<file path="src/vrp_pkg.sv">
package vrp_pkg;

  // Configuration register indexes.
  localparam logic [2:0] REG_ANGLE_X       = 3'd0;
  localparam logic [2:0] REG_ANGLE_Y       = 3'd1;
  localparam logic [2:0] REG_ANGLE_Z       = 3'd2;
  localparam logic [2:0] REG_ZOOM          = 3'd3;
  localparam logic [2:0] REG_MODEL_DIVISOR = 3'd4;
  localparam logic [2:0] REG_FOCAL_SHIFT   = 3'd5;
  localparam logic [2:0] REG_CENTRE_X      = 3'd6;
  localparam logic [2:0] REG_CENTRE_Y      = 3'd7;

  // Matrix coefficient width: |m * zoom * 4| stays below 2^19.
  localparam int MW = 21;
  // Vertex products, row sums and rotated coordinates.
  localparam int PW = 37;
  localparam int SW = 39;
  localparam int RW = 31;
  // Perspective divider: signed numerator/denominator and magnitudes.
  localparam int NSW = 49;
  localparam int DSW = 35;
  localparam int NW  = 48;
  localparam int DW  = 34;
  // Quotient bits kept; anything at or above 2^QB saturates the output anyway.
  localparam int QB  = 17;
  localparam int CW  = DW + QB;
  localparam int QW  = QB + 2;
  // Register stages inside the divider.
  localparam int DIV_LAT = QB + 2;

  typedef logic signed [MW-1:0] coef_t;

  typedef struct packed {
    logic [8:0]         angle_x;
    logic [8:0]         angle_y;
    logic [8:0]         angle_z;
    logic [9:0]         zoom;
    logic [14:0]        model_divisor;
    logic signed [15:0] focal_shift;
    logic signed [15:0] centre_x;
    logic signed [15:0] centre_y;
  } vrp_cfg_t;

  localparam logic signed [7:0] SINE64 [72] = '{
    8'sd0, 8'sd6, 8'sd11, 8'sd16, 8'sd22, 8'sd27, 8'sd32, 8'sd37, 8'sd41, 8'sd45,
    8'sd49, 8'sd52, 8'sd55, 8'sd58, 8'sd60, 8'sd62, 8'sd63, 8'sd64,
    8'sd64, 8'sd64, 8'sd63, 8'sd62, 8'sd60, 8'sd58, 8'sd55, 8'sd52, 8'sd49, 8'sd45,
    8'sd41, 8'sd37, 8'sd32, 8'sd27, 8'sd22, 8'sd16, 8'sd11, 8'sd6,
    8'sd0, -8'sd6, -8'sd11, -8'sd16, -8'sd22, -8'sd27, -8'sd32, -8'sd37, -8'sd41,
    -8'sd45, -8'sd49, -8'sd52, -8'sd55, -8'sd58, -8'sd60, -8'sd62, -8'sd63, -8'sd64,
    -8'sd64, -8'sd64, -8'sd63, -8'sd62, -8'sd60, -8'sd58, -8'sd55, -8'sd52, -8'sd49,
    -8'sd45, -8'sd41, -8'sd37, -8'sd32, -8'sd27, -8'sd22, -8'sd16, -8'sd11, -8'sd6
  };

  // Table index of an angle: (angle mod 360) / 5, the divide done as *205 >> 10.
  function automatic logic [6:0] angle_index(input logic [8:0] angle);
    logic [8:0]  a;
    logic [16:0] p;
    a = (angle >= 9'd360) ? angle - 9'd360 : angle;
    p = 17'(a) * 17'd205;
    return p[16:10];
  endfunction

  function automatic logic signed [7:0] sine_of(input logic [8:0] angle);
    return SINE64[angle_index(angle)];
  endfunction

  function automatic logic signed [7:0] cosine_of(input logic [8:0] angle);
    logic [6:0] i;
    i = angle_index(angle) + 7'd18;
    if (i >= 7'd72) begin
      i = i - 7'd72;
    end
    return SINE64[i];
  endfunction

  function automatic logic signed [15:0] sat16(input logic signed [31:0] v);
    if (v > 32'sd32767) begin
      return 16'sh7fff;
    end
    if (v < -32'sd32768) begin
      return -16'sh8000;
    end
    return v[15:0];
  endfunction

endpackage

</file>
<file path="src/vrp_div_pipe.sv">
module vrp_div_pipe (
  input  logic                            clk,
  input  logic                            en,
  input  logic signed [vrp_pkg::NSW-1:0]  num,
  input  logic signed [vrp_pkg::DSW-1:0]  den,
  output logic signed [vrp_pkg::QW-1:0]   quo
);

  localparam int NW = vrp_pkg::NW;
  localparam int DW = vrp_pkg::DW;
  localparam int CW = vrp_pkg::CW;
  localparam int QB = vrp_pkg::QB;

  logic [NW-1:0] a_num;
  logic [DW-1:0] a_den;
  logic          a_neg;

  logic [NW-1:0] rem  [QB+1];
  logic [DW-1:0] dd   [QB+1];
  logic [QB-1:0] qq   [QB+1];
  logic          ovf  [QB+1];
  logic          sgn  [QB+1];
  logic [CW-1:0] trial [QB];
  logic          take  [QB];
  logic [QB:0]   mag;

  always_comb begin
    for (int j = 0; j < QB; j++) begin
      trial[j] = CW'(dd[j]) << (QB - 1 - j);
      take[j]  = CW'(rem[j]) >= trial[j];
    end
  end

  // Stage one forms magnitudes; the next flags a quotient of 2^QB or more,
  // then one quotient bit is settled per stage, most significant first.
  always_ff @(posedge clk) begin
    if (en) begin
      a_num <= num[vrp_pkg::NSW-1] ? NW'(-num) : NW'(num);
      a_den <= den[vrp_pkg::DSW-1] ? DW'(-den) : DW'(den);
      a_neg <= num[vrp_pkg::NSW-1] ^ den[vrp_pkg::DSW-1];
      rem[0] <= a_num;
      dd[0]  <= a_den;
      qq[0]  <= '0;
      sgn[0] <= a_neg;
      ovf[0] <= CW'(a_num) >= {a_den, {QB{1'b0}}};
      for (int j = 0; j < QB; j++) begin
        rem[j+1] <= take[j] ? NW'(CW'(rem[j]) - trial[j]) : rem[j];
        qq[j+1]  <= qq[j] | (take[j] ? QB'(1) << (QB - 1 - j) : '0);
        dd[j+1]  <= dd[j];
        ovf[j+1] <= ovf[j];
        sgn[j+1] <= sgn[j];
      end
    end
  end

  assign mag = ovf[QB] ? (QB+1)'(1) << QB : {1'b0, qq[QB]};
  assign quo = sgn[QB] ? -$signed({1'b0, mag}) : $signed({1'b0, mag});

endmodule

</file>
<file path="config.mk">
export PLATFORM = sky130hd
export DESIGN_NAME = vrp_div_pipe
export DESIGN_NICKNAME = d
export VERILOG_FILES = /design/src/vrp_pkg.sv /design/src/vrp_div_pipe.sv
export SDC_FILE = /design/constraint.sdc
export NUM_CORES = 2
export LEC_CHECK = 0
export BUFFER_PORTS_ARGS = -buffer_cell sky130_fd_sc_hd__clkbuf_2
export CORE_MARGIN = 5
export CORE_UTILIZATION = 40
export DETAILED_ROUTE_END_ITERATION = 6
export GPL_ROUTABILITY_DRIVEN = 0
export SLEW_MARGIN = 15
export SYNTH_ARGS = -nofsm -noshare
export SYNTH_HDL_FRONTEND = slang
export SYNTH_SLANG_ARGS = --single-unit
</file>
<file path="constraint.sdc">
create_clock -name clk -period 4.56 [get_ports clk]
set_input_delay 0.456 -clock clk [delete_from_list [all_inputs] [get_ports clk]]
set_output_delay 0.456 -clock clk [all_outputs]
set_load 0.02 [all_outputs]
</file>
==> results.yml <==
grt:
  grt_max_degree: 158
  grtUsageMet2_pct: 29.8
  first_global_vias: 64264
  grt_pass1_wl_mm: 316
  grt_busiest_layer: "met2"
  antenna_found_initial: 0
  grtUsageTotal_pct: 15.7
  gr-usage-met3_pct: 2.21
  use_met1_pct: 16.3
  grt.overflow.total: 0
floorplanning:
  fp.dieArea_um2: 240000
  row_count: 176
  core_area_um2: 230000
  die_h_um: 490
  num_io_pins: 105
  start_util_pct: 40.1
  fp.dieW_um: 490
route:
  dr_total_vias: 62298
  wirelength_mm: 192
  drc: 0
  drt_pre_antenna_iters: 6
  drt-initial-drc-count: 3390
  drt.antenna.violating_nets: 0
  via_per_inst: 5.32
  wl_per_cell_um: 16.4
timing:
  rsz0062_at_grt: "false"
  relSlewSlack_pct: 24.2
  skew_ns: 0.0390
  slew_viol_final: 0
  finalSetupViolCount: 0
  finalHoldViolCount: 0
  tightest_slew_ns: 1.12
  final.min_clock_period_ns: 4.29
  max_freq_mhz: 233
  fin_crit_sh_pct: 94.0
  tns_ns: 0
outcome:
  status: "completed"
synthesis:
  yosys.cell_types.count: 82
  syn_nets: 8984
  seq_area_frac_synth_pct: 54.3
  synth_edf_count: 1666
  synth_top_area_cell: "edfxtp_1"
  synth_area_um2: 92100
  syn_avg_cell_area_um2: 11.1
  ys_ff_latch: 1666
  synth_ff_type: "edfxtp_1"
  synth_async_sr_flop_share_pct: 0
  synth_area_leaders: "edfxtp_1 (54%), ha_1 (8.3%), xnor2_1 (4.0%)"
  synthCells: 8273
  ys_warn_count: 0
  yosys.area.top_type_share_pct: 54.3
cts:
  cts_num_sinks: 1666
  cts_root_buf: "clkbuf_16"
  path_clk_slew_ns: 0.06
  postCtsSetupBuffers: 0
  cts_tree: "done"
  htree_levels: 4
  worst_skew_pair.late_latency_ns: 0.81
  cts_buffers: 177
  cts_buffer_depth: 3
setup_path:
  r2r-start: "dd[0][0]"
  worstPathRequired_ns: 5.08
  cp-start-kind: "flop"
  crit_type: "reg2reg"
  reg2reg_depth: 13
  crit_path_max_fanout: 15
  arrival_ns: 4.81
  end_kind: "flop"
  setup.worst_path.start: "dd[0][0]"
cells_and_area:
  final_common_cell: "edfxtp_1"
  final_nets: 9241
  final_cell_mix: "edfxtp_1 (1666), inv_1 (776), a21oi_1 (681)"
  multi_input_area_um2: 38500
  area.growth.synth_to_final_pct: 12.4
  drive_above_1_share_pct: 7.58
  design_area_um2: 104000
  nFillCells: 20540
  diodes: 0
  final-seq-area_um2: 50000
min_path:
  holdPathStages: 1
  hold_path.class: "in2reg"
  worstHoldStart: "en"
run:
  maxCapViolations: 0
power:
  powerDensity_nw_per_um2: 590
  p_leak_nw: 40.9
  vdd.ir_drop.worst_v: 0.000316
placement:
  numPortBuffers: 104
  dp_hpwl_mm: 145
  placed_area_um2: 97000
==> critical path, stage by stage (launching register included) <==
cell,delay (ns)
edfxtp_1,0.40
ha_1,0.23
inv_1,0.07
fa_1,0.24
a211oi_1,0.11
o21ai_0,0.33
a21oi_1,0.20
o41ai_2,0.61
a221o_1,0.31
a21o_1,0.24
o2111ai_1,0.16
a311o_2,0.58
inv_1,0.18
mux2_2,0.35
==> synth_stat cells, types with 12 or more instances <==
cell       number
and4_1         17
or2_2          20
a21oi_1       684
or4_1          28
xor2_1        239
nand4b_1       15
clkbuf_1      217
mux2_2        106
o21a_1         67
fa_1           16
o21bai_1       88
nand3_1       126
buf_1          14
a211oi_1       71
o31ai_1        67
nand2b_1       64
a41oi_1        19
a31o_2         12
a21o_1        356
a21boi_0       22
o31a_1         23
o41ai_1        18
inv_1         776
nor3_1         99
o2111ai_1      16
a31oi_1        58
nor4b_1        18
a221oi_1       12
nand2_1       653
nor4_1         81
nand4_1       107
edfxtp_1     1666
o21ai_0       604
or3_1          50
a2111oi_0      17
and3_1         39
xnor2_1       416
ha_1          609
o211ai_1       38
and2_1         26
nor2_1        460
nor3b_1        19
nor2b_1        78
==> power by group <==
part	switching, mW	internal, mW
clock network	6.01	7.95
registers	1.75	21.4
logic	13.8	10.2
==> final timing paths <==
kind / endpoint / slack [ns]
worst max-delay path: rem[1][39] / 0.27
worst min-delay path: a_neg / 0.09
worst max register to register: rem[1][39] / 0.27
worst min register to register: qq[17][9] / 0.41
==> cell type report <==
class                   instances  area share [%]
clock inverters               123            1.14
clock buffers                 206            4.38
inverters                     777            2.82
multi-input cells            5598            37.2
well taps                    3026            3.66
flip-flops and latches       1666            48.3
repair buffers                310            2.53
==> per-layer routing <==
metal	vias up	part of all wire (%)	wire length, um
li1	30978	-	-
met1	29065	38	73000
met2	1627	52	99800
met3	628	3.5	6700
met4	0	6.6	12700
met5	-	0	0
==> through the flow <==
stage          total power [mW]  hold WS (ns)  setup WS, ns  instances  utilization, %
2_1_floorplan              40.7         0.400         0.860       8273               -
3_3_place_gp               46.2         0.404         0.105      11291            42.2
3_5_place_dp               47.0         0.405        0.0567      11291            42.2
4_1_cts                    61.3        0.0434         0.256      11706            45.1
5_1_grt                    65.2        0.0584        0.0287      11706            45.1
6_report                   61.1        0.0943         0.273      11706            45.1
==> sequential cells by signal (all words and copies together) (netlist names) <==
signal / count
ovf: 18
a_neg: 1
a_num: 48
a_den: 34
sgn: 18
rem: 816
qq: 153
dd: 578
==> cell families (layout without fill, tap and decap cells) <==
logic type	after synthesis	in the layout	share of synthesized area [%]
xor gates and xnor gates	655	655	6.23
DFF	1666	1666	54.3
adders and majority gates	625	625	8.62
buffers and inverters	1009	1416	4.11
and+or+nand+nor	1933	1933	10.1
AOI/OAI and AO/OA	2270	2270	15.3
muxes	115	115	1.39
==> timing repair <==
action / in CTS / in global routing
endpoints found under the hold margin: 81 / 0
hold buffers: 86 / 0
setup endpoints to repair: 1 / 0
gates resized for setup: 1 / 0
Power figures use the tool's default switching activity.
