[src/vrp_pkg.sv]
package vrp_pkg;

  // Configuration register indexes.
  localparam logic [2:0] REG_ANGLE_X       = 3'd0;
  localparam logic [2:0] REG_ANGLE_Y       = 3'd1;
  localparam logic [2:0] REG_ANGLE_Z       = 3'd2;
  localparam logic [2:0] REG_ZOOM          = 3'd3;
  localparam logic [2:0] REG_MODEL_DIVISOR = 3'd4;
  localparam logic [2:0] REG_FOCAL_SHIFT   = 3'd5;
  localparam logic [2:0] REG_CENTRE_X      = 3'd6;
  localparam logic [2:0] REG_CENTRE_Y      = 3'd7;

  // Matrix coefficient width: |m * zoom * 4| stays below 2^19.
  localparam int MW = 21;
  // Vertex products, row sums and rotated coordinates.
  localparam int PW = 37;
  localparam int SW = 39;
  localparam int RW = 31;
  // Perspective divider: signed numerator/denominator and magnitudes.
  localparam int NSW = 49;
  localparam int DSW = 35;
  localparam int NW  = 48;
  localparam int DW  = 34;
  // Quotient bits kept; anything at or above 2^QB saturates the output anyway.
  localparam int QB  = 17;
  localparam int CW  = DW + QB;
  localparam int QW  = QB + 2;
  // Register stages inside the divider.
  localparam int DIV_LAT = QB + 2;

  typedef logic signed [MW-1:0] coef_t;

  typedef struct packed {
    logic [8:0]         angle_x;
    logic [8:0]         angle_y;
    logic [8:0]         angle_z;
    logic [9:0]         zoom;
    logic [14:0]        model_divisor;
    logic signed [15:0] focal_shift;
    logic signed [15:0] centre_x;
    logic signed [15:0] centre_y;
  } vrp_cfg_t;

  localparam logic signed [7:0] SINE64 [72] = '{
    8'sd0, 8'sd6, 8'sd11, 8'sd16, 8'sd22, 8'sd27, 8'sd32, 8'sd37, 8'sd41, 8'sd45,
    8'sd49, 8'sd52, 8'sd55, 8'sd58, 8'sd60, 8'sd62, 8'sd63, 8'sd64,
    8'sd64, 8'sd64, 8'sd63, 8'sd62, 8'sd60, 8'sd58, 8'sd55, 8'sd52, 8'sd49, 8'sd45,
    8'sd41, 8'sd37, 8'sd32, 8'sd27, 8'sd22, 8'sd16, 8'sd11, 8'sd6,
    8'sd0, -8'sd6, -8'sd11, -8'sd16, -8'sd22, -8'sd27, -8'sd32, -8'sd37, -8'sd41,
    -8'sd45, -8'sd49, -8'sd52, -8'sd55, -8'sd58, -8'sd60, -8'sd62, -8'sd63, -8'sd64,
    -8'sd64, -8'sd64, -8'sd63, -8'sd62, -8'sd60, -8'sd58, -8'sd55, -8'sd52, -8'sd49,
    -8'sd45, -8'sd41, -8'sd37, -8'sd32, -8'sd27, -8'sd22, -8'sd16, -8'sd11, -8'sd6
  };

  // Table index of an angle: (angle mod 360) / 5, the divide done as *205 >> 10.
  function automatic logic [6:0] angle_index(input logic [8:0] angle);
    logic [8:0]  a;
    logic [16:0] p;
    a = (angle >= 9'd360) ? angle - 9'd360 : angle;
    p = 17'(a) * 17'd205;
    return p[16:10];
  endfunction

  function automatic logic signed [7:0] sine_of(input logic [8:0] angle);
    return SINE64[angle_index(angle)];
  endfunction

  function automatic logic signed [7:0] cosine_of(input logic [8:0] angle);
    logic [6:0] i;
    i = angle_index(angle) + 7'd18;
    if (i >= 7'd72) begin
      i = i - 7'd72;
    end
    return SINE64[i];
  endfunction

  function automatic logic signed [15:0] sat16(input logic signed [31:0] v);
    if (v > 32'sd32767) begin
      return 16'sh7fff;
    end
    if (v < -32'sd32768) begin
      return -16'sh8000;
    end
    return v[15:0];
  endfunction

endpackage

[src/vrp_matrix.sv]
module vrp_matrix (
  input  logic             clk,
  input  logic             rst,
  input  logic             start,
  input  vrp_pkg::vrp_cfg_t cfg,
  output logic             busy,
  output vrp_pkg::coef_t   coef [9]
);

  typedef enum logic [5:0] {
    ST_IDLE  = 6'b000001,
    ST_MUL1  = 6'b000010,
    ST_MUL2  = 6'b000100,
    ST_SCALE = 6'b001000,
    ST_DIV   = 6'b010000,
    ST_NEXT  = 6'b100000
  } mstate_t;

  mstate_t state;
  logic [3:0] idx;
  logic [4:0] bitn;

  logic signed [7:0] sx, cx, sy, cy, sz, cz;
  logic signed [7:0] a1, b1, c1, a2, b2, c2;
  logic sub2;

  logic signed [15:0] p1, p2;
  logic signed [24:0] acc;
  logic signed [8:0]  mval;
  logic signed [21:0] num;
  logic [19:0] rem, quo;
  logic        neg;
  logic [14:0] dv;
  logic [33:0] trial;

  assign sx = vrp_pkg::sine_of(cfg.angle_x);
  assign cx = vrp_pkg::cosine_of(cfg.angle_x);
  assign sy = vrp_pkg::sine_of(cfg.angle_y);
  assign cy = vrp_pkg::cosine_of(cfg.angle_y);
  assign sz = vrp_pkg::sine_of(cfg.angle_z);
  assign cz = vrp_pkg::cosine_of(cfg.angle_z);

  // Every coefficient starts as (a1*b1*c1 +/- a2*b2*c2) >> 12 with floor; the
  // single-product entries use 64 as their third factor.
  always_comb begin
    a1 = sx; b1 = sy; c1 = cz; a2 = cx; b2 = sz; c2 = 8'sd64; sub2 = 1'b0;
    case (idx)
      4'd0: begin a1 = cy; b1 = cz; c1 = 8'sd64; a2 = 8'sd0; end
      4'd1: begin a1 = sx; b1 = sy; c1 = cz; a2 = cx; b2 = sz; sub2 = 1'b1; end
      4'd2: begin a1 = cx; b1 = sy; c1 = cz; a2 = sx; b2 = sz; end
      4'd3: begin a1 = cy; b1 = sz; c1 = 8'sd64; a2 = 8'sd0; end
      4'd4: begin a1 = sx; b1 = sy; c1 = sz; a2 = cx; b2 = cz; end
      4'd5: begin a1 = cx; b1 = sy; c1 = sz; a2 = sx; b2 = cz; sub2 = 1'b1; end
      4'd6: begin a1 = 8'sd0; a2 = sy; b2 = 8'sd64; sub2 = 1'b1; end
      4'd7: begin a1 = sx; b1 = cy; c1 = 8'sd64; a2 = 8'sd0; end
      4'd8: begin a1 = cx; b1 = cy; c1 = 8'sd64; a2 = 8'sd0; end
      default: begin a1 = 8'sd0; a2 = 8'sd0; end
    endcase
  end

  assign mval  = acc[20:12];
  assign num   = 22'(mval) * $signed({1'b0, cfg.zoom, 2'b00});
  assign trial = 34'(dv) << bitn;
  assign busy  = (state != ST_IDLE);

  always_ff @(posedge clk) begin
    if (rst) begin
      state <= ST_MUL1;
      idx   <= 4'd0;
    end else begin
      case (state)
        ST_IDLE: begin
          if (start) begin
            state <= ST_MUL1;
            idx   <= 4'd0;
          end
        end
        ST_MUL1:  state <= ST_MUL2;
        ST_MUL2:  state <= ST_SCALE;
        ST_SCALE: state <= ST_DIV;
        ST_DIV: begin
          if (bitn == 5'd0) begin
            state <= ST_NEXT;
          end
        end
        ST_NEXT: begin
          if (idx == 4'd8) begin
            state <= ST_IDLE;
          end else begin
            idx   <= idx + 4'd1;
            state <= ST_MUL1;
          end
        end
        default: state <= ST_IDLE;
      endcase
    end
  end

  always_ff @(posedge clk) begin
    case (state)
      ST_MUL1: begin
        p1 <= 16'(a1) * 16'(b1);
        p2 <= 16'(a2) * 16'(b2);
      end
      ST_MUL2: begin
        if (sub2) begin
          acc <= 25'(p1) * 25'(c1) - 25'(p2) * 25'(c2);
        end else begin
          acc <= 25'(p1) * 25'(c1) + 25'(p2) * 25'(c2);
        end
      end
      ST_SCALE: begin
        neg  <= num[21];
        rem  <= num[21] ? 20'(-num) : 20'(num);
        quo  <= '0;
        bitn <= 5'd19;
        dv   <= (cfg.model_divisor == 15'd0) ? 15'd1 : cfg.model_divisor;
      end
      ST_DIV: begin
        if (34'(rem) >= trial) begin
          rem       <= rem - 20'(trial);
          quo[bitn] <= 1'b1;
        end
        bitn <= bitn - 5'd1;
      end
      ST_NEXT: begin
        coef[idx] <= neg ? -$signed({1'b0, quo}) : $signed({1'b0, quo});
      end
      default: begin
      end
    endcase
  end

endmodule

[config.mk]
export PLATFORM = sky130hd
export DESIGN_NAME = vrp_matrix
export DESIGN_NICKNAME = d
export VERILOG_FILES = /design/src/vrp_pkg.sv /design/src/vrp_matrix.sv
export SDC_FILE = /design/constraint.sdc
export NUM_CORES = 2
export LEC_CHECK = 0
export ABC_AREA = 1
export BUFFER_PORTS_ARGS = -buffer_cell sky130_fd_sc_hd__buf_2
export CAP_MARGIN = 20
export CORE_MARGIN = 2
export CORE_UTILIZATION = 60
export CTS_CLUSTER_SIZE = 25
export DETAILED_ROUTE_END_ITERATION = 16
export GPL_TIMING_DRIVEN = 0
export HOLD_SLACK_MARGIN = 0.05
export PLACE_DENSITY = 0.78
export SLEW_MARGIN = 25
export SYNTH_ARGS = -nofsm -noshare
export SYNTH_HDL_FRONTEND = slang
export SYNTH_SLANG_ARGS = --single-unit
[constraint.sdc]
create_clock -name clk -period 35.3 [get_ports clk]
set_input_delay 7.06 -clock clk [delete_from_list [all_inputs] [get_ports clk]]
set_output_delay 7.06 -clock clk [all_outputs]
set_load 0.05 [all_outputs]
==> flow_metrics.py <==
metrics = {
    "sta": {
        "finalSetupViolCount": 0,
        "slew-limit-headroom_pct": 26.36,
        "setup_tns_ns": 0,
        "finalHoldViolations": 0,
        "whs_ns": 0.5556,
        "fmaxAchievable_mhz": 47.99,
        "clock_skew_ns": 0.02672,
        "setup_ws_ns": 14.46,
        "rsz0062_at_grt": "no",
        "finalMaxSlewViolations": 0,
        "tightest_slew_ns": 1.091,
        "finalCritPeriodShare_pct": 59.03,
        "fin_crit_ns": 20.84,
    },
    "cts": {
        "postCtsHoldBufs": 0,
        "worstSkewPairLatency_ns": 0.60,
        "clkTransAtPathRegs_ns": 0.06,
        "post_cts_buffers": 0,
        "cts_tree": "built",
        "cts_sinks": 300,
        "cts_root_buf": "clkbuf_16",
        "htree_levels": 1,
        "cts_buffers": 31,
        "max-clock-path-buffers": 3,
        "cts_resized": 0,
    },
    "floorplan": {
        "rows": 88,
        "die_h_um": 246.0,
        "start_util_pct": 60.77,
        "fp.dieW_um": 246.0,
        "core_area_um2": 57810,
        "ios": 293,
        "dieArea_um2": 60500,
    },
    "min_path": {
        "holdPathEnd": "state[3]$_SDFFE_PP0P_",
        "min_path_type": "flip-flop to flip-flop",
        "hold_path.startpoint": "state[2]$_SDFFE_PP0P_",
        "min_path_cells": 2,
    },
    "critical_path": {
        "rrSetupSlack_ns": 25.45,
        "worst_r2r_path_depth": 42,
        "cp-end-kind": "flip-flop",
        "crit_path_start_kind": "input port",
        "path_common_cell": "nand2_1",
        "criticalPathCategory": "input port to flip-flop",
        "cp.required_ns": 35.66,
        "crit_arrival_ns": 21.20,
        "crit_slowest_cell": "o311ai_0",
        "slowest_delay_ns": 0.94,
        "rr_endpoint": "acc[20]$_DFFE_PP_",
        "worst-path-max-fanout": 11,
        "rr_startpoint": "idx[0]$_SDFFE_PP0P_",
    },
    "place": {
        "gp_congestion": 0.9664,
        "pre_cts_slack_ns": 14.03,
        "dpl_cell_area_um2": 37610,
        "port_buffers": 234,
        "dp_hpwl_mm": 75.51,
    },
    "finish": {
        "nets": 5411,
        "final_common_cell": "nand2_1",
        "seq_area_um2": 8909,
        "fillers": 4829,
        "drive_above_1_share_pct": 10.31,
        "multi_input_area_um2": 22510,
        "layout_common_cells": "901 x nand2_1, 844 x inv_1, 377 x ha_1",
        "syn_to_final_growth_pct": 9.812,
        "final_area_um2": 38580,
    },
    "global_route": {
        "grt_pass1_vias": 29642,
        "grt_pass1_wl_mm": 151.1,
        "grt_overflow_total": 0,
        "grt_antenna_before_repair": 2,
        "grt_max_degree": 41,
        "grtUsageTotal_pct": 31.00,
    },
    "drt": {
        "drtIter0Drc": 2697,
        "post_drt_wl_per_cell_um": 17.12,
        "routed_wl_mm": 92.84,
        "postRouteAntennaNets": 0,
        "vias": 30424,
        "remaining_drc_errors": 0,
        "drt-pass1-iter-count": 8,
        "via_per_inst": 5.609,
    },
    "synthesis": {
        "ys_ff_latch": 300,
        "mappedNetlistArea_um2": 35130,
        "synth_area_leaders": "edfxtp_1 25%, fa_1 17%, ha_1 13%, nand2_1 9.6%, inv_1 9.0%",
        "synth_cell_types": 68,
        "yosysSeqAreaShare_pct": 25.36,
        "synth_cells": 4349,
        "synth_top_cell_by_area": "edfxtp_1",
        "synth_top_area_share_pct": 24.79,
        "syn-num-nets": 5124,
        "yosys_warnings": 0,
        "avgSynthCellArea_um2": 8.078,
    },
    "outcome": {
        "status": "complete, no violations",
    },
    "job": {
        "drv_cap": 0,
    },
}
area by class of cell:
| type | instances | area share, % |
|---|---|---|
| multi-input cells | 3068 | 58.35 |
| flip-flops and latches | 300 | 23.09 |
| inverters | 875 | 8.520 |
| repair buffers | 254 | 3.730 |
| well taps | 765 | 2.481 |
| clock buffers | 35 | 2.050 |
| plain buffers | 106 | 1.323 |
| clock inverters | 18 | 0.4314 |
| diodes | 3 | 0.01946 |
sequential cells by signal (all words and copies together), names as in the netlist:
signal  flops
p2         15
rem        20
dv         15
acc         9
state       6
coef      189
neg         1
p1         16
idx         4
bitn        5
quo        20
per-layer routing:
layer  global-route usage [%]  vias up  wire length [um]
li1                         -    14510                 -
met1                    41.38    14405             38140
met2                    53.30     1310             44820
met3                    3.268      199              6876
met4                    9.251        0              3002
met5                        0        -                 0
kinds of logic after synthesis:
group,share of synthesized area (%)
buffers and inverters,10.81
muxes,0.08548
xor gates and xnor gates,3.515
AOI/OAI and AO/OA,9.093
adders and majority gates,30.24
DFF,25.36
and+or+nand+nor,20.90
synthesized netlist by cell type (all sizes together):
master and number:
xnor2 37, a31oi 24, o31ai 11, a41o 1, o311ai 3, clkbuf 76
o21bai 19, inv 866, xor2 101, a22oi 3, edfxtp 290, a31o 2
clkinv 9, nor3 37, o221ai 9, a32o 1, ha 377, nor2 351
fa 295, a311oi 1, dfxtp 10, a221oi 2, buf 30, o22ai 11
o21a 9, a21o 6, a211oi 8, nand3b 5, a32oi 1, or4 1
o21ai 229, a21oi 175, o2bb2ai 1, a21boi 2, nor4 15, o2111ai 4
o41ai 1, o211ai 28, and2 6, mux2i 3, nand4 33, or2 29
nor3b 3, nand2 943, nand3 281
critical path: cells and delay by family:
| kind | cells | cell delay (ns) |
|---|---|---|
| xor+xnor | 2 | 0.36 |
| fa+ha+maj | 15 | 6.09 |
| simple gates | 31 | 3.57 |
| compound gates | 8 | 2.02 |
| buf+inv | 15 | 2.06 |
worst max path at each step:
stage,start,to,slack [ns]
global placement,cfg[76],acc[20]$_DFFE_PP_,14.14
detailed placement,cfg[76],acc[20]$_DFFE_PP_,14.03
global route,cfg[76],acc[20]$_DFFE_PP_,13.36
finish,cfg[76],acc[20]$_DFFE_PP_,14.46
floorplan,cfg[76],acc[20]$_DFFE_PP_,15.93
CTS,cfg[76],acc[20]$_DFFE_PP_,14.60
metrics by stage:
stage / util (%) / cells
after floorplan: - / 4349
after global placement: 64.46 / 5348
after detailed placement: 65.07 / 5368
after CTS: 66.73 / 5421
after global routing: 66.73 / 5423
final: 66.74 / 5424
Power is left out: the tool's default activity adds up to more than one toggle a clock period on the data nets, which glitch-free logic cannot reach.
